===== src/rtl/core/alsb_pkg.sv =====
// shared types, constants and the address window check for the slave bridge
// no dependencies; imported by every module of the block
`default_nettype none

package alsb_pkg;

    // packed stream widths, padded to whole bytes
    localparam int IN_BITS  = 106;
    localparam int IN_W     = 112;
    localparam int OUT_BITS = 107;
    localparam int OUT_W    = 112;

    // configuration register indexes
    localparam logic [1:0] REG_WINDOW_BASE = 2'd0;
    localparam logic [1:0] REG_WINDOW_TOP  = 2'd1;

    // phase codes shared by both machines
    localparam logic [1:0] PH_IDLE = 2'd0;
    localparam logic [1:0] PH_ADDR = 2'd1;
    localparam logic [1:0] PH_WAIT = 2'd2;
    localparam logic [1:0] PH_LAST = 2'd3;

    typedef struct packed {
        logic [31:0] base;
        logic [31:0] top;
    } win_t;

    typedef struct packed {
        logic        addr_valid;
        logic [31:0] addr;
        logic        local_ready;
    } rd_in_t;

    typedef struct packed {
        logic        addr_ready;
        logic        data_valid;
        logic [31:0] offset;
        logic        request;
    } rd_out_t;

    typedef struct packed {
        logic        addr_valid;
        logic [31:0] addr;
        logic        data_valid;
        logic [31:0] data;
        logic [3:0]  strobe;
        logic        local_ready;
        logic        resp_ready;
    } wr_in_t;

    typedef struct packed {
        logic        addr_ready;
        logic        data_ready;
        logic        resp_valid;
        logic [31:0] offset;
        logic [31:0] data;
        logic [3:0]  strobe;
        logic        request;
    } wr_out_t;

    function automatic logic in_window(input logic [31:0] a, input win_t w);
        return (a >= w.base) && (a < w.top);
    endfunction

endpackage

`default_nettype wire


===== src/rtl/core/alsb_rd_fsm.sv =====
// read-side handshake machine: idle, address, wait for data, response
// depends on alsb_pkg
`default_nettype none

module alsb_rd_fsm (
    input  wire logic            aclk,
    input  wire logic            aresetn,
    input  wire logic            en,
    input  wire alsb_pkg::win_t  win,
    input  wire alsb_pkg::rd_in_t rd_in,
    output alsb_pkg::rd_out_t    rd_out
);
    import alsb_pkg::*;

    logic [1:0]  phase_reg, phase_next;
    logic        arready_reg, arready_next;
    logic        rvalid_reg, rvalid_next;
    logic        req_reg, req_next;
    logic [31:0] offset_reg, offset_next;

    always_comb begin
        phase_next   = phase_reg;
        arready_next = arready_reg;
        rvalid_next  = rvalid_reg;
        req_next     = req_reg;
        offset_next  = offset_reg;
        case (phase_reg)
            PH_IDLE: begin
                arready_next = 1'b0;
                rvalid_next  = 1'b0;
                phase_next   = PH_ADDR;
            end
            PH_ADDR: begin
                if (rd_in.addr_valid && in_window(rd_in.addr, win)) begin
                    offset_next = rd_in.addr - win.base;
                    req_next    = 1'b1;
                    phase_next  = PH_WAIT;
                end
            end
            PH_WAIT: begin
                arready_next = 1'b1;
                if (!rd_in.local_ready) begin
                    rvalid_next = 1'b1;
                    req_next    = 1'b0;
                    phase_next  = PH_LAST;
                end
            end
            default: begin
                if (rd_in.local_ready) begin
                    phase_next = PH_IDLE;
                end
            end
        endcase
    end

    always_ff @(posedge aclk) begin
        if (!aresetn) begin
            phase_reg   <= PH_IDLE;
            arready_reg <= 1'b0;
            rvalid_reg  <= 1'b0;
            req_reg     <= 1'b0;
            offset_reg  <= '0;
        end else if (en) begin
            phase_reg   <= phase_next;
            arready_reg <= arready_next;
            rvalid_reg  <= rvalid_next;
            req_reg     <= req_next;
            offset_reg  <= offset_next;
        end
    end

    assign rd_out.addr_ready = arready_reg;
    assign rd_out.data_valid = rvalid_reg;
    assign rd_out.offset     = offset_reg;
    assign rd_out.request    = req_reg;

endmodule

`default_nettype wire


===== src/rtl/core/alsb_wr_fsm.sv =====
// write-side handshake machine: idle, address, local ack, response
// depends on alsb_pkg
`default_nettype none

module alsb_wr_fsm (
    input  wire logic             aclk,
    input  wire logic             aresetn,
    input  wire logic             en,
    input  wire alsb_pkg::win_t   win,
    input  wire alsb_pkg::wr_in_t wr_in,
    output alsb_pkg::wr_out_t     wr_out
);
    import alsb_pkg::*;

    logic [1:0]  phase_reg, phase_next;
    logic        awready_reg, awready_next;
    logic        wready_reg, wready_next;
    logic        bvalid_reg, bvalid_next;
    logic        req_reg, req_next;
    logic [31:0] offset_reg, offset_next;
    logic [31:0] data_reg, data_next;
    logic [3:0]  strobe_reg, strobe_next;

    always_comb begin
        phase_next   = phase_reg;
        awready_next = awready_reg;
        wready_next  = wready_reg;
        bvalid_next  = bvalid_reg;
        req_next     = req_reg;
        offset_next  = offset_reg;
        data_next    = data_reg;
        strobe_next  = strobe_reg;
        case (phase_reg)
            PH_IDLE: begin
                awready_next = 1'b0;
                wready_next  = 1'b0;
                bvalid_next  = 1'b0;
                phase_next   = PH_ADDR;
            end
            PH_ADDR: begin
                if (wr_in.addr_valid && wr_in.data_valid && in_window(wr_in.addr, win)) begin
                    offset_next  = wr_in.addr - win.base;
                    data_next    = wr_in.data;
                    strobe_next  = wr_in.strobe;
                    req_next     = 1'b1;
                    awready_next = 1'b1;
                    phase_next   = PH_WAIT;
                end else begin
                    // no address, address without data, or outside the window
                    phase_next = PH_IDLE;
                end
            end
            PH_WAIT: begin
                if (wr_in.local_ready) begin
                    wready_next = 1'b1;
                    if (wr_in.resp_ready) begin
                        bvalid_next = 1'b1;
                        req_next    = 1'b0;
                        phase_next  = PH_IDLE;
                    end else begin
                        phase_next = PH_LAST;
                    end
                end
            end
            default: begin
                if (wr_in.resp_ready) begin
                    bvalid_next = 1'b1;
                    req_next    = 1'b0;
                    phase_next  = PH_IDLE;
                end
            end
        endcase
    end

    always_ff @(posedge aclk) begin
        if (!aresetn) begin
            phase_reg   <= PH_IDLE;
            awready_reg <= 1'b0;
            wready_reg  <= 1'b0;
            bvalid_reg  <= 1'b0;
            req_reg     <= 1'b0;
            offset_reg  <= '0;
            data_reg    <= '0;
            strobe_reg  <= '0;
        end else if (en) begin
            phase_reg   <= phase_next;
            awready_reg <= awready_next;
            wready_reg  <= wready_next;
            bvalid_reg  <= bvalid_next;
            req_reg     <= req_next;
            offset_reg  <= offset_next;
            data_reg    <= data_next;
            strobe_reg  <= strobe_next;
        end
    end

    assign wr_out.addr_ready = awready_reg;
    assign wr_out.data_ready = wready_reg;
    assign wr_out.resp_valid = bvalid_reg;
    assign wr_out.offset     = offset_reg;
    assign wr_out.data       = data_reg;
    assign wr_out.strobe     = strobe_reg;
    assign wr_out.request    = req_reg;

endmodule

`default_nettype wire


===== src/rtl/core/axi_lite_slave_bridge_top.sv =====
// slave bridge top: an input stage, then the machine state registers holding the result
// throughput one item per cycle without output stall; the limit is the state feedback
// through each machine's next-state logic (window compare and offset subtract)
// reset (aresetn low, synchronous): both machines idle, all flags and latched
// values zero, window_base 0, window_top 4096, both stream stages empty
// depends on alsb_pkg, alsb_rd_fsm, alsb_wr_fsm
`default_nettype none

module axi_lite_slave_bridge_top (
    input  wire logic                       aclk,
    input  wire logic                       aresetn,
    // input items
    input  wire logic                       s_axis_tvalid,
    output logic                            s_axis_tready,
    // from bit 0: read_addr_valid, read_addr[32], local_read_ready, write_addr_valid,
    // write_addr[32], write_data_valid, write_data[32], write_strobe[4],
    // local_write_ready, resp_ready, zero pad
    input  wire logic [alsb_pkg::IN_W-1:0]  s_axis_tdata,
    // result items
    output logic                            m_axis_tvalid,
    input  wire logic                       m_axis_tready,
    // from bit 0: read_addr_ready, read_valid, local_read_offset[32], local_read_request,
    // write_addr_ready, write_ready, resp_valid, local_write_offset[32],
    // local_write_data[32], local_write_strobe[4], local_write_request, zero pad
    output logic [alsb_pkg::OUT_W-1:0]      m_axis_tdata,
    // configuration writes
    input  wire logic                       cfg_valid,
    output logic                            cfg_ready,
    input  wire logic [1:0]                 cfg_index,
    input  wire logic [31:0]                cfg_data
);
    import alsb_pkg::*;

    localparam int OUT_PAD = OUT_W - OUT_BITS;

    // window registers
    logic [31:0] base_reg;
    logic [31:0] top_reg;
    win_t        win;

    // input stage
    logic            in_valid_reg, in_valid_next;
    logic [IN_W-1:0] in_data_reg;

    // result stage: payload lives in the machine state registers
    logic out_valid_reg, out_valid_next;
    logic advance;

    rd_in_t  rd_in;
    wr_in_t  wr_in;
    rd_out_t rd_out;
    wr_out_t wr_out;

    // config port always ready, unknown indexes are dropped
    assign cfg_ready = 1'b1;

    always_ff @(posedge aclk) begin
        if (!aresetn) begin
            base_reg <= '0;
            top_reg  <= 32'd4096;
        end else if (cfg_valid && cfg_ready) begin
            case (cfg_index)
                REG_WINDOW_BASE: base_reg <= cfg_data;
                REG_WINDOW_TOP:  top_reg  <= cfg_data;
                default: ;
            endcase
        end
    end

    assign win.base = base_reg;
    assign win.top  = top_reg;

    // step the machines when an item is held and the result slot frees up
    assign advance       = in_valid_reg && (!out_valid_reg || m_axis_tready);
    assign s_axis_tready = !in_valid_reg || advance;

    always_comb begin
        in_valid_next = in_valid_reg;
        if (s_axis_tready) begin
            in_valid_next = s_axis_tvalid;
        end
        out_valid_next = out_valid_reg;
        if (advance) begin
            out_valid_next = 1'b1;
        end else if (m_axis_tready) begin
            out_valid_next = 1'b0;
        end
    end

    always_ff @(posedge aclk) begin
        if (!aresetn) begin
            in_valid_reg  <= 1'b0;
            out_valid_reg <= 1'b0;
        end else begin
            in_valid_reg  <= in_valid_next;
            out_valid_reg <= out_valid_next;
        end
    end

    always_ff @(posedge aclk) begin
        if (s_axis_tvalid && s_axis_tready) begin
            in_data_reg <= s_axis_tdata;
        end
    end

    // unpack the held item
    assign rd_in.addr_valid  = in_data_reg[0];
    assign rd_in.addr        = in_data_reg[32:1];
    assign rd_in.local_ready = in_data_reg[33];
    assign wr_in.addr_valid  = in_data_reg[34];
    assign wr_in.addr        = in_data_reg[66:35];
    assign wr_in.data_valid  = in_data_reg[67];
    assign wr_in.data        = in_data_reg[99:68];
    assign wr_in.strobe      = in_data_reg[103:100];
    assign wr_in.local_ready = in_data_reg[104];
    assign wr_in.resp_ready  = in_data_reg[105];

    alsb_rd_fsm u_rd (
        .aclk    (aclk),
        .aresetn (aresetn),
        .en      (advance),
        .win     (win),
        .rd_in   (rd_in),
        .rd_out  (rd_out)
    );

    alsb_wr_fsm u_wr (
        .aclk    (aclk),
        .aresetn (aresetn),
        .en      (advance),
        .win     (win),
        .wr_in   (wr_in),
        .wr_out  (wr_out)
    );

    assign m_axis_tvalid = out_valid_reg;
    assign m_axis_tdata  = {
        {OUT_PAD{1'b0}},
        wr_out.request,
        wr_out.strobe,
        wr_out.data,
        wr_out.offset,
        wr_out.resp_valid,
        wr_out.data_ready,
        wr_out.addr_ready,
        rd_out.request,
        rd_out.offset,
        rd_out.data_valid,
        rd_out.addr_ready
    };

    // read data valid is only raised as the local request drops
    a_rd_req_excl: assert property (@(posedge aclk) disable iff (!aresetn)
        !(rd_out.data_valid && rd_out.request))
        else $error("read valid and local read request both high");

    // write response is only raised as the local request drops
    a_wr_req_excl: assert property (@(posedge aclk) disable iff (!aresetn)
        !(wr_out.resp_valid && wr_out.request))
        else $error("write response and local write request both high");

    // write data ready never comes ahead of write address ready
    a_wready_order: assert property (@(posedge aclk) disable iff (!aresetn)
        wr_out.data_ready |-> wr_out.addr_ready)
        else $error("write ready without write address ready");

    // machine state only moves when an item is stepped
    a_hold_no_step: assert property (@(posedge aclk) disable iff (!aresetn)
        !advance |=> ($stable(rd_out) && $stable(wr_out)))
        else $error("handshake state changed without an item");

endmodule

`default_nettype wire

===== config.mk =====
export PLATFORM = sky130hd
export DESIGN_NAME = axi_lite_slave_bridge_top
export DESIGN_NICKNAME = d
export VERILOG_FILES = /design/src/rtl/core/alsb_pkg.sv /design/src/rtl/core/alsb_rd_fsm.sv /design/src/rtl/core/alsb_wr_fsm.sv /design/src/rtl/core/axi_lite_slave_bridge_top.sv
export SDC_FILE = /design/constraint.sdc
export NUM_CORES = 1
export LEC_CHECK = 0
export BUFFER_PORTS_ARGS = -buffer_cell sky130_fd_sc_hd__buf_2
export CAP_MARGIN = 20
export CORE_MARGIN = 5
export CORE_UTILIZATION = 50
export DETAILED_ROUTE_END_ITERATION = 8
export PLACE_DENSITY = 0.73
export SYNTH_ARGS = -nofsm -noshare
export SYNTH_HDL_FRONTEND = slang
export SYNTH_SLANG_ARGS = --single-unit

===== constraint.sdc =====
create_clock -name aclk -period 4.95 [get_ports aclk]
set_clock_uncertainty 0.05 [all_clocks]
set_input_delay 0.99 -clock aclk [delete_from_list [all_inputs] [get_ports aclk]]
set_output_delay 0.99 -clock aclk [all_outputs]
set_load 0.02 [all_outputs]

-- Word-level counts from Yosys, hierarchy flattened
Cells that the tools add are included.
- input port bits: 151
- output and inout port bits: 115
- word-level logic and storage cells: 96
- register bits: 283
- add/subtract/negate cells: 2
- bitwise gates (word level): 2
- order comparisons: 4
- equality and inequality tests: 9
- multiplexer cells: 27
- reductions and logical operators: 34
- operator list (cell ; number):
    >= comparator 32 bit ; 2
    < comparator 32 bit ; 2
    subtractor 32 bit ; 2
    AND reduction 3 bit ; 7
    two-way mux 2 bit ; 7
    case mux 2 bit (3 select lines) ; 2
    AND reduction 4 bit ; 3
    two-way mux 1 bit ; 11
    case mux 1 bit (2 select lines) ; 5
    nonzero test 2 bit ; 5
    nonzero test 4 bit ; 2
    logical AND 1 bit ; 7
    == test 2 x 1 -> 1 bit, second input constant ; 3
    logical NOT 2 bit ; 3
    case mux 1 bit (3 select lines) ; 2
    AND reduction 2 bit ; 3
    == test 2 bit, second input constant ; 2
    inequality test 2 x 1 -> 1 bit, second input constant ; 2
    inequality test 2 bit, second input constant ; 2
    logical NOT 1 bit ; 2
    logical OR 1 bit ; 2
    inverter 1 bit ; 2

-- Longest topological paths before layout
Gate-level depths: netlist of run 1.
- depth after elaboration: 5
- mapped depth: 15

-- Modules after synthesis
A second synthesis of run 1 with hierarchy kept.
- cells, all modules: 1545
- area total of the unflattened synthesis: 15222.1 µm²
- modules (own cells, without submodules) (module ; instances ; cells each ; area an instance (µm²)):
    axi_lite_slave_bridge_top ; 1 ; 368 ; 5788.1
    alsb_wr_fsm ; 1 ; 658 ; 5405.2
    alsb_rd_fsm ; 1 ; 519 ; 4028.9

-- Least setup slack after synthesis of run 1
OpenSTA, ideal clock, no wires.
- path type: input to register
- start point: in m_axis_tready
- end point: reg in_data_reg[0] (enable)
- data arrival time: 3.740 ns
- path slack: 0.683 ns
- data required time: 4.423 ns
- buffers on the path: 0
- library setup time: 0.477 ns
- cell stages on the path: 3
- cells stage by stage: nor2b_1 nand2_1 and2_1
- cells in the longest elaborated chain, start to end: 4
- ends and longest elaborated chain (element ; RTL line ; RTL):
    from (decl) ; axi_lite_slave_bridge_top.sv:21 ; input wire logic m_axis_tready,
    logical OR 1 bit ; axi_lite_slave_bridge_top.sv:74 ; assign advance = in_valid_reg && (!out_valid_reg || m_axis_tready);
    logical AND 1 bit ; axi_lite_slave_bridge_top.sv:74 ;
    logical OR 1 bit ; axi_lite_slave_bridge_top.sv:75 ; assign s_axis_tready = !in_valid_reg || advance;
    named net s_axis_tready ; axi_lite_slave_bridge_top.sv:14 ; output logic s_axis_tready,
    logical AND 1 bit ; axi_lite_slave_bridge_top.sv:101 ; if (s_axis_tvalid && s_axis_tready) begin
    to (signal assigned) ; axi_lite_slave_bridge_top.sv:102 ; in_data_reg <= s_axis_tdata;
    to (decl) ; axi_lite_slave_bridge_top.sv:43 ; logic [IN_W-1:0] in_data_reg;
The timed path passes the listed nets, and every way through them passes these cells.
A chain may end at the register's enable or synchronous reset.

-- Final worst setup path of run 1
- start point: reg in_data_reg[39]
- end point: reg u_wr.data_reg[5]
- cells in the longest elaborated chain, start to end: 4
- elaborated cells on any way between the ends: 5
- classes of those cells: order compare (2); reduce/logical (3)
- ends and longest elaborated chain (element ; RTL line ; RTL):
    >= comparator 32 bit / < comparator 32 bit (equally long branches) ; alsb_pkg.sv:62 ; return (a >= w.base) && (a < w.top);
    logical AND 1 bit * ; alsb_pkg.sv:62 ;
    logical AND 1 bit * ; alsb_wr_fsm.sv:41 ; if (wr_in.addr_valid && wr_in.data_valid && in_window(wr_in.addr, win)) begin
    AND reduction 3 bit (no line) * ; n/a ;
    to (signal assigned) ; alsb_wr_fsm.sv:92 ; data_reg <= data_next;
    to (decl) ; alsb_wr_fsm.sv:21 ; logic [31:0] data_reg, data_next;
Mark *: on every way between the ends. The rest lies on a longest branch, timed or not.

==> reports/qor.csv, run 1 <==
metric;value;unit
outcome;completed;
synthMuxAreaShare;1.092;%
worstPathArrival;4.49;ns
layout_commonest_cell;nand2_1;
drtPass1Iterations;7;
max-clock-path-buffers;3;
tightest_slew;0.9724;ns
die_w;181.3;microns
p_per_area;323.7;nW/um^2
critPathKind;reg -> reg;
track_usage;23.76;%
postCtsResizedCells;0;
p_comb_share;13.0;%
drv_slew;0;
clk_latency;0.56;ns
swShare;25.22;%
grt_pass1_vias;11970;
max_freq;245.7;MHz
min_path_cells;2;
ir_worst_vdd;0.0002447;V
synth_top_area_cell;dfxtp_1;
worstPathMaxFanout;41;
syn-mean-instance-area;9.242;sq um
routabilityCongestion;0.9064;
ys.flop_type;dfxtp_1;
cts-buffers-inserted;30;
synthesis.area;14670;sq um
postSynth.asyncResetShare;0;%
layout_min_cycle_time;4.071;ns
grt_max_degree;80;
final_hold_viol_count;0;
synth_fa_ha_area_share;11.62;%
drive_gt1_share;18.10;%
seq_power_share;45.7;%
rr_worst_depth;11;
internal_power;4.166;mW
cp.required;5.37;ns
synth_top_area_share;24.16;%
layout_common_cells;286 x nand2_1, 253 x buf_2, 199 x a21oi_1;
via_per_inst;5.597;
relSlewSlack;35.17;%
post_cts_buffers;0;
dieHeight;181.3;microns
ys_ff_latch;283;
yosys_warnings;0;
drv_cap;0;
fin_setup_tns;0;ns
synth_top_family_by_area;compound AO/OA/AOI/OAI gates;
power;5.572;mW
drt_drc_violations_left;0;
finalCritPeriodShare;82.24;%
antenna_found_initial;2;
regArea;6726;sq um
grt_overflow_total;0;
h-tree-depth;1;
largest_reg_flops;106;
ant_nets;0;
clock-sinks;283;
path_clk_slew;0.06;ns
initial_core_util;50.83;%
yosys.area_share.simple;15.47;%
ys_seq_area_share;45.86;%
synthXorXnorAreaFrac;2.030;%
first_iter_violations;864;
num_rows;62;
clockPowerShare;41.3;%
startpoint_type;flop;
synth_cell_types;70;
syn_inst;1587;
hp-class;reg -> reg;
finalSetupViolCount;0;
fillCellCount;2552;
cts_hold_buf;0;
synth_compound_area_share;18.78;%
grt_pass1_wl;63700;microns
rsz0062_at_grt;no;
synth-edff-count;106;
place.port_buffers;253;
synth.area.top_cells;dfxtp_1 24%, edfxtp_1 22%, ha_1 11%;
multiInputGateArea;7227;sq um
coreArea;28860;sq um
finalWirelength;40820;microns
end_kind;flop;
syn_to_final_growth;17.33;%
cts_tree;done;
clock-root-buffer;clkbuf_16;
dp_hpwl;30490;microns
dieArea;32860;sq um
nets;2096;
p_sw;1.405;mW
wire_per_inst;18.39;microns
dr_total_vias;12430;
num_io_pins;266;
cellLeakagePower;6.836;nW
worst max-delay path, stage by stage, from the launching register on:
cell      delay (ns)
edfxtp_1        0.43
ha_1            0.37
a21o_1          0.19
or4_1           0.41
o21ai_2         0.32
o21ai_1         0.13
a211o_1         0.38
a211oi_4        0.42
or2_2           0.72
buf_12          0.30
nand2_1         0.08
a21oi_1         0.16
worst paths after layout:
check | startpoint | end | slack, ns
worst min-delay path | u_wr.data_reg[22] | u_wr.data_reg[22] | 0.40
worst min register to register | u_wr.data_reg[22] | u_wr.data_reg[22] | 0.40
worst max-delay path | in_data_reg[39] | u_wr.data_reg[5] | 0.88
worst max register to register | in_data_reg[39] | u_wr.data_reg[5] | 0.88
logic make-up after synthesis:
family / after synthesis
compound gates: 442
xor+xnor: 34
mux: 16
flops: 283
fa+ha+maj: 135
other cells: 2
buf+inv: 172
simple gates: 503
power by group through the flow:
stage,Combinational (mW),Sequential (mW),Clock [mW]
final,0.725,2.54,2.30
after global routing,0.806,2.55,2.44
after CTS,0.718,2.54,2.34
after detailed placement,0.712,2.59,0
after global placement,0.692,2.59,0
after floorplan,0.496,2.58,0
cells in the mapped netlist (all sizes together), types with 5 or more instances:
| cell | instances |
|---|---|
| o31ai | 8 |
| nand4 | 22 |
| dfxtp | 177 |
| mux2i | 16 |
| nor4 | 6 |
| o311ai | 5 |
| o21a | 22 |
| o22ai | 7 |
| xor2 | 14 |
| or2 | 8 |
| o21ai | 56 |
| clkbuf | 48 |
| a211o | 5 |
| a21boi | 6 |
| a21oi | 199 |
| nor2b | 9 |
| a211oi | 18 |
| a31oi | 11 |
| and2 | 9 |
| xnor2 | 20 |
| o21bai | 10 |
| nand3b | 12 |
| o211ai | 11 |
| o31a | 5 |
| ha | 133 |
| o2111ai | 5 |
| nand4b | 5 |
| edfxtp | 106 |
| or3 | 6 |
| inv | 93 |
| nor3 | 18 |
| a21o | 46 |
| nor2 | 64 |
| nand2 | 286 |
| nand3 | 32 |
| nand2b | 8 |
| buf | 31 |
layer usage:
layer,up-vias,share of wire [%],global-route usage [%]
met4,0,2.8,6.334
met3,61,6.0,3.197
met1,5833,44,32.15
li1,6108,-,-
met2,424,47,40.27
met5,-,0,0
layout make-up:
cell class | count | area share [%]
Antenna cell | 2 | 0.02908
Clock buffer | 40 | 4.820
Clock inverter | 16 | 1.098
Inverter | 93 | 2.043
Multi-Input combinational cell | 1136 | 41.99
Sequential cell | 283 | 39.08
Tap cell | 384 | 2.792
Timing Repair Buffer | 266 | 8.142
per-stage QoR:
step / instances / area, sq um / hold slack, ns / utilization [%] / setup WS, ns
floorplan: 1591 / 14680 / 0.3863 / - / 0.6827
global placement: 2162 / 16190 / 0.3887 / 56.09 / 0.9973
detailed placement: 2162 / 16190 / 0.3931 / 56.09 / 0.9460
CTS: 2218 / 17210 / 0.4018 / 59.62 / 0.9178
global route: 2220 / 17210 / 0.4183 / 59.64 / 0.6961
finish: 2220 / 17210 / 0.3995 / 59.64 / 0.8793
No activity file was read; power rests on OpenSTA's default activity.
==> run 2: changes to the inputs <==
clock period = 4.1 ns   (was 4.95 ns; I/O delays follow)
==> reports/qor.csv, run 2 (synthesized netlist as in run 1, its figures left out) <==
metric;value;unit;change
syn_to_final_growth;17.48;%;
holdWs;0.3810;ns;-0.01847 ns
drv_slew;0;;unchanged
clk_latency;0.56;ns;about the same
die_w;181.3;microns;unchanged
outcome;completed;;
ir_worst_vdd;0.0003333;V;+36%
fin_setup_tns;0;ns;unchanged
layout_min_cycle_time;3.759;ns;-0.3112 ns
wl_met3;2586;microns;+5.7%
num_io_pins;266;;unchanged
first_iter_violations;881;;+2.0%
final_hold_viol_count;0;;unchanged
wire_per_inst;18.31;microns;-0.42%
startpoint_type;flop;;
layout_commonest_cell;nand2_1;;
p_per_area;386.1;nW/um^2;+19%
routabilityCongestion;0.9190;;+1.4%
coreArea;28860;sq um;unchanged
ant_nets;0;;unchanged
num_rows;62;;unchanged
cts_hold_buf;0;;unchanged
cellLeakagePower;6.860;nW;+0.34%
max-clock-path-buffers;3;;unchanged
largest_reg_flops;106;;unchanged
path_clk_slew;0.06;ns;about the same
drv_cap;0;;unchanged
drive_gt1_share;18.18;%;+0.079 points
cp.required;4.51;ns;-0.86 ns
cts_tree;done;;
worstPathMaxFanout;41;;unchanged
worstPathArrival;4.17;ns;-0.32 ns
rsz0062_at_grt;no;;
r2r_slack;0.34;ns;-0.54 ns
crit_slowest_cell;a211oi_4;;
drtPass1Iterations;6;;-1
track_usage;23.46;%;-0.30 points
rr_worst_depth;11;;unchanged
dieArea;32860;sq um;unchanged
hp-class;in -> reg;;
critPathKind;reg -> reg;;
grt_pass1_vias;11760;;-1.8%
postCtsResizedCells;0;;unchanged
met2WireLength;18870;microns;-2.6%
fillCellCount;2529;;-0.90%
hold-path-endpoint;in_data_reg[23];;
min_path_cells;1;;-1
drt_drc_violations_left;0;;unchanged
wl_met1;17730;microns;-0.72%
h-tree-depth;1;;unchanged
end_kind;flop;;
relSlewSlack;35.46;%;+0.28 points
dp_hpwl;30510;microns;about the same
cts-buffers-inserted;30;;unchanged
dieHeight;181.3;microns;unchanged
cpPeakStageDelay;0.46;ns;-0.26 ns
highest_layer;met5;;
grt_overflow_total;0;;unchanged
r2r-start;in_data_reg[39];;
place.port_buffers;253;;unchanged
finalSetupViolCount;0;;unchanged
post_cts_buffers;0;;unchanged
finalCritPeriodShare;91.69;%;+9.5 points
clock-sinks;283;;unchanged
via_per_inst;5.624;;+0.48%
layout_common_cells;286 x nand2_1, 253 x buf_2, 199 x a21oi_1;;
reg2reg_to;u_wr.data_reg[23];;
worst_slack;0.3405;ns;-0.5388 ns
finalWirelength;40690;microns;-0.33%
nets;2099;;+0.14%
path_cells;ha_1, a21o_1, or4_1, o21ai_2, o21ai_1, a211o_1, a211oi_4, or2_2, buf_4, nand2_1, a21oi_1;;
grt_pass1_wl;62570;microns;-1.8%
dr_total_vias;12500;;+0.57%
clock-root-buffer;clkbuf_16;;
grt_max_degree;66;;-18%
antenna_found_initial;2;;unchanged
tightest_slew;0.9593;ns;-0.01309 ns
max_freq;266.0;MHz;+8.3%
initial_core_util;50.83;%;unchanged
hp-start;s_axis_tdata[23];;
dp_slack;0.3915;ns;-0.5545 ns
run 2: cell count changes in the layout (fill, tap and decap cells not counted):
| cell | change |
|---|---|
| clkinvlp_4 | -3 |
| buf_4 | +2 |
| clkinv_4 | -1 |
| buf_12 | -1 |
| bufinv_16 | -2 |
| inv_4 | +1 |
| diode_2 | -1 |
| buf_16 | +2 |
| clkbuf_8 | +4 |
| clkbuf_1 | +1 |
run 2: worst max-delay path by stage:
stage / slack (ns) / depth (start not counted) / end / startpoint
final: 0.34 / 11 / u_wr.data_reg[23] / in_data_reg[39]
after global routing: 0.15 / 11 / u_wr.data_reg[12] / in_data_reg[39]
after CTS: 0.37 / 10 / u_rd.offset_reg[28] / in_data_reg[26]
after detailed placement: 0.39 / 10 / u_rd.offset_reg[28] / in_data_reg[26]
after global placement: 0.48 / 11 / u_wr.offset_reg[28] / in_data_reg[39]
after floorplan: 0.003 / 3 / in_data_reg[0] / m_axis_tready
run 2: final cells by class:
type                       count  area, sq um  share of cell area (%)
sequential                   283         6726                   39.04
inverter                      93        351.6                   2.040
clock buffer                  45        888.4                   5.155
clock inverter                11        103.9                  0.6027
antenna                        1        2.502                 0.01452
multi-input combinational   1136         7227                   41.94
timing repair buffer         269         1451                   8.423
tap                          384        480.5                   2.788
run 2: routing by layer:
layer  vias to the layer above  GRT usage (%)
met5                         -              0
met1                      5887          31.72
li1                       6092              -
met4                         2          7.565
met2                       433          38.68
met3                        83          3.801
run 2: power breakdown:
group	internal, mW	total (mW)	switching [mW]
combinational	0.350	0.879	0.529
clock	1.61	2.70	1.09
sequential	3.02	3.07	0.0571
total	4.98	6.65	1.68
run 2: worst max-delay path, delay by kind of cell (launching register included):
kind            cells  cell delay (ns)
buf+inv             1             0.41
compound gates      6             1.65
flops               1             0.42
simple gates        3             0.76
fa+ha+maj           1             0.36
run 2: metrics by stage:
| stage | utilization, % | area [sq um] | std cells | total power, mW |
|---|---|---|---|---|
| 2_1_floorplan | - | 14680 | 1591 | 3.713 |
| 3_3_place_gp | 56.07 | 16180 | 2163 | 3.964 |
| 3_5_place_dp | 56.17 | 16210 | 2164 | 3.991 |
| 4_1_cts | 59.61 | 17200 | 2220 | 6.682 |
| 5_1_grt | 59.71 | 17230 | 2222 | 6.913 |
| 6_report | 59.71 | 17230 | 2222 | 6.652 |
==> run 3: changes to the inputs <==
PLACE_DENSITY = 0.72   (was 0.73)
SYNTH_HIERARCHICAL = 1   (was default)
==> reports/qor.csv, run 3 <==
metric;value;unit;change
layout_common_cells;252 x buf_2, 177 x dfxtp_1, 167 x nand2_1;;
dr_total_vias;11740;;-6.0%
drv_slew;0;;unchanged
synth.area.top_cells;dfxtp_1 23%, edfxtp_1 21%, ha_1 11%;;
path_common_cell;o21ai_1;;
crit_slowest_cell;a2111o_1;;
path_cells;ha_1, fa_1, nand2b_1, a211oi_2, o21ai_1, a21oi_2, o21ai_1, a2111o_1, a211oi_4, buf_4, nand2_2, o32ai_2;;
reg2reg_to;u_rd/offset_reg[19];;
postCtsResizedCells;0;;unchanged
synth-edff-count;106;;unchanged
hold-path-endpoint;in_data_reg[29];;
layout_commonest_cell;buf_2;;
worstPathMaxFanout;21;;-49%
final_hold_viol_count;0;;unchanged
syn_to_final_growth;16.80;%;
worstPathArrival;3.92;ns;-0.25 ns
synth_top_area_share;23.28;%;-0.88 points
cts-buffers-inserted;30;;unchanged
cellLeakagePower;7.454;nW;+8.7%
synth_top_area_cell;dfxtp_1;;
fillCellCount;2625;;+3.8%
outcome;completed;;
startpoint_type;flop;;
coreArea;29870;sq um;+3.5%
antenna_found_initial;1;;-1
track_usage;22.24;%;-1.2 points
yosysMostFrequentCell;dfxtp_1;;
hp-start;s_axis_tdata[29];;
grt_max_degree;116;;+76%
path_clk_slew;0.06;ns;about the same
dieHeight;184.5;microns;+1.8%
drtPass1Iterations;5;;-1
dp_hpwl;30220;microns;-0.95%
startpoint;base_reg[0];;
synthesis.area;15220;sq um;+3.8%
yosys_warnings;6;;+6
layout_min_cycle_time;3.510;ns;-0.2499 ns
placed_area;16680;sq um;+2.9%
hp-class;in -> reg;;
nets;2067;;-1.5%
finalCritPeriodShare;85.60;%;-6.1 points
via_per_inst;5.342;;-5.0%
first_iter_violations;718;;-19%
ir_worst_vdd;0.0003640;V;+9.2%
clk_latency;0.56;ns;about the same
clock-sinks;283;;unchanged
drt_drc_violations_left;0;;unchanged
largest_reg_flops;106;;unchanged
p_per_area;390.1;nW/um^2;+1.0%
drv_cap;0;;unchanged
num_io_pins;266;;unchanged
fin_setup_tns;0;ns;unchanged
seq_power_share;44.5;%;-1.7 points
ys.flop_type;dfxtp_1;;
wire_per_inst;17.77;microns;-2.9%
cp.required;4.51;ns;about the same
p_sw;1.714;mW;+2.3%
post_cts_buffers;0;;unchanged
p_comb_share;13.2;%;about the same
clock-root-buffer;clkbuf_16;;
min_path_cells;1;;unchanged
ys_seq_area_share;44.19;%;-1.7 points
tightest_slew;0.9937;ns;+0.03436 ns
synth_common_cells;177 x dfxtp_1, 167 x nand2_1, 157 x inv_1;;
h-tree-depth;1;;unchanged
place.port_buffers;253;;unchanged
critPathBufInv;1;;unchanged
max_freq;284.9;MHz;+7.1%
die_w;184.5;microns;+1.8%
cts_hold_buf;0;;unchanged
cts_tree;done;;
syn_inst;1545;;-2.6%
swShare;24.71;%;-0.47 points
relSlewSlack;33.76;%;-1.7 points
postSynth.asyncResetShare;0;%;unchanged
drive_gt1_share;19.04;%;+0.86 points
synth_cell_types;79;;+13%
dieArea;34030;sq um;+3.6%
num_rows;63;;+1.6%
internal_power;5.222;mW;+4.9%
grt_overflow_total;0;;unchanged
r2r-start;base_reg[0];;
rr_worst_depth;12;;+1
finalSetupViolCount;0;;unchanged
grt_pass1_wl;61350;microns;-1.9%
ys_ff_latch;283;;unchanged
max-clock-path-buffers;3;;unchanged
cpPeakStageDelay;0.45;ns;about the same
final_area;17780;sq um;+3.2%
routabilityCongestion;0.8777;;-4.5%
finalWirelength;39070;microns;-4.0%
rsz0062_at_grt;no;;
r2r_slack;0.59;ns;+0.25 ns
ant_nets;0;;unchanged
crit_family;compound AO/OA/AOI/OAI gates;;
initial_core_util;50.95;%;+0.12 points
grt_pass1_vias;11760;;+0.034%
critPathKind;reg -> reg;;
end_kind;flop;;
clockPowerShare;42.2;%;+1.6 points
syn-mean-instance-area;9.852;sq um;+6.6%
-- run 3: changes by cell type after synthesis, sizes merged, moves of 30 or more --
cell	previous run	this run
mux2i	16	133
inv	93	159
a21oi	199	92
clkbuf	48	18
nor2	64	116
nand2	286	168
-- run 3: kinds of logic after synthesis --
group	after synthesis	synth area share, %
AOI/OAI and AO/OA	321	14.30
buffers and inverters	219	6.847
and+or+nand+nor	412	12.47
xor gates and xnor gates	44	2.532
other	2	0.04934
DFF	283	44.19
adders and majority gates	131	10.87
muxes	133	8.746
-- run 3: metrics by stage --
stage	hold slack [ns]	total power, mW	util [%]	setup slack [ns]	std cells
floorplan	0.3880	3.773	-	0.9165	1549
global placement	0.4029	4.038	55.84	0.7084	2143
detailed placement	0.4077	4.054	55.84	0.6478	2143
CTS	0.3532	6.995	59.50	0.6216	2197
global route	0.3606	7.233	59.50	0.4403	2197
finish	0.3813	6.935	59.51	0.5904	2198
-- run 3: worst register-to-register path: cells and delay by family (launching register included) --
kind            cells  cell delay (ns)
compound gates      7             1.71
fa+ha+maj           2             0.65
flops               1             0.35
simple gates        2             0.35
buf+inv             1             0.29
-- run 3: final cells by class --
cell class	count	area, sq um	area share (%)
antenna	1	2.502	0.01407
clock buffer	43	934.6	5.257
timing repair buffer	264	1376	7.741
sequential	283	6726	37.83
tap	390	488.0	2.745
clock inverter	11	160.2	0.9008
inverter	159	596.8	3.357
multi-input combinational	1047	7495	42.15
-- run 3: power groups by stage --
stage | Clock [mW] | Sequential [mW] | Combinational [mW]
after floorplan | 0 | 3.12 | 0.653
after global placement | 0 | 3.15 | 0.891
after detailed placement | 0 | 3.15 | 0.906
after CTS | 2.99 | 3.09 | 0.913
after global routing | 3.11 | 3.10 | 1.02
final | 2.93 | 3.09 | 0.917
-- run 3: layer usage --
layer / vias up / GRT usage (%) / wire [microns]
met5: - / 0 / 7
met4: 2 / 6.182 / 1088
met3: 67 / 5.783 / 3152
met2: 343 / 35.24 / 17270
met1: 5424 / 30.31 / 17550
li1: 5906 / - / -
-- run 3: worst max path at each step --
| stage | end | cells past startpoint | slack (ns) |
|---|---|---|---|
| floorplan | u_rd/offset_reg[4] | 13 | 0.92 |
| global placement | u_rd/offset_reg[19] | 12 | 0.71 |
| detailed placement | u_rd/offset_reg[19] | 12 | 0.65 |
| CTS | u_rd/offset_reg[19] | 12 | 0.62 |
| global route | u_rd/offset_reg[19] | 12 | 0.44 |
| finish | u_rd/offset_reg[19] | 12 | 0.59 |
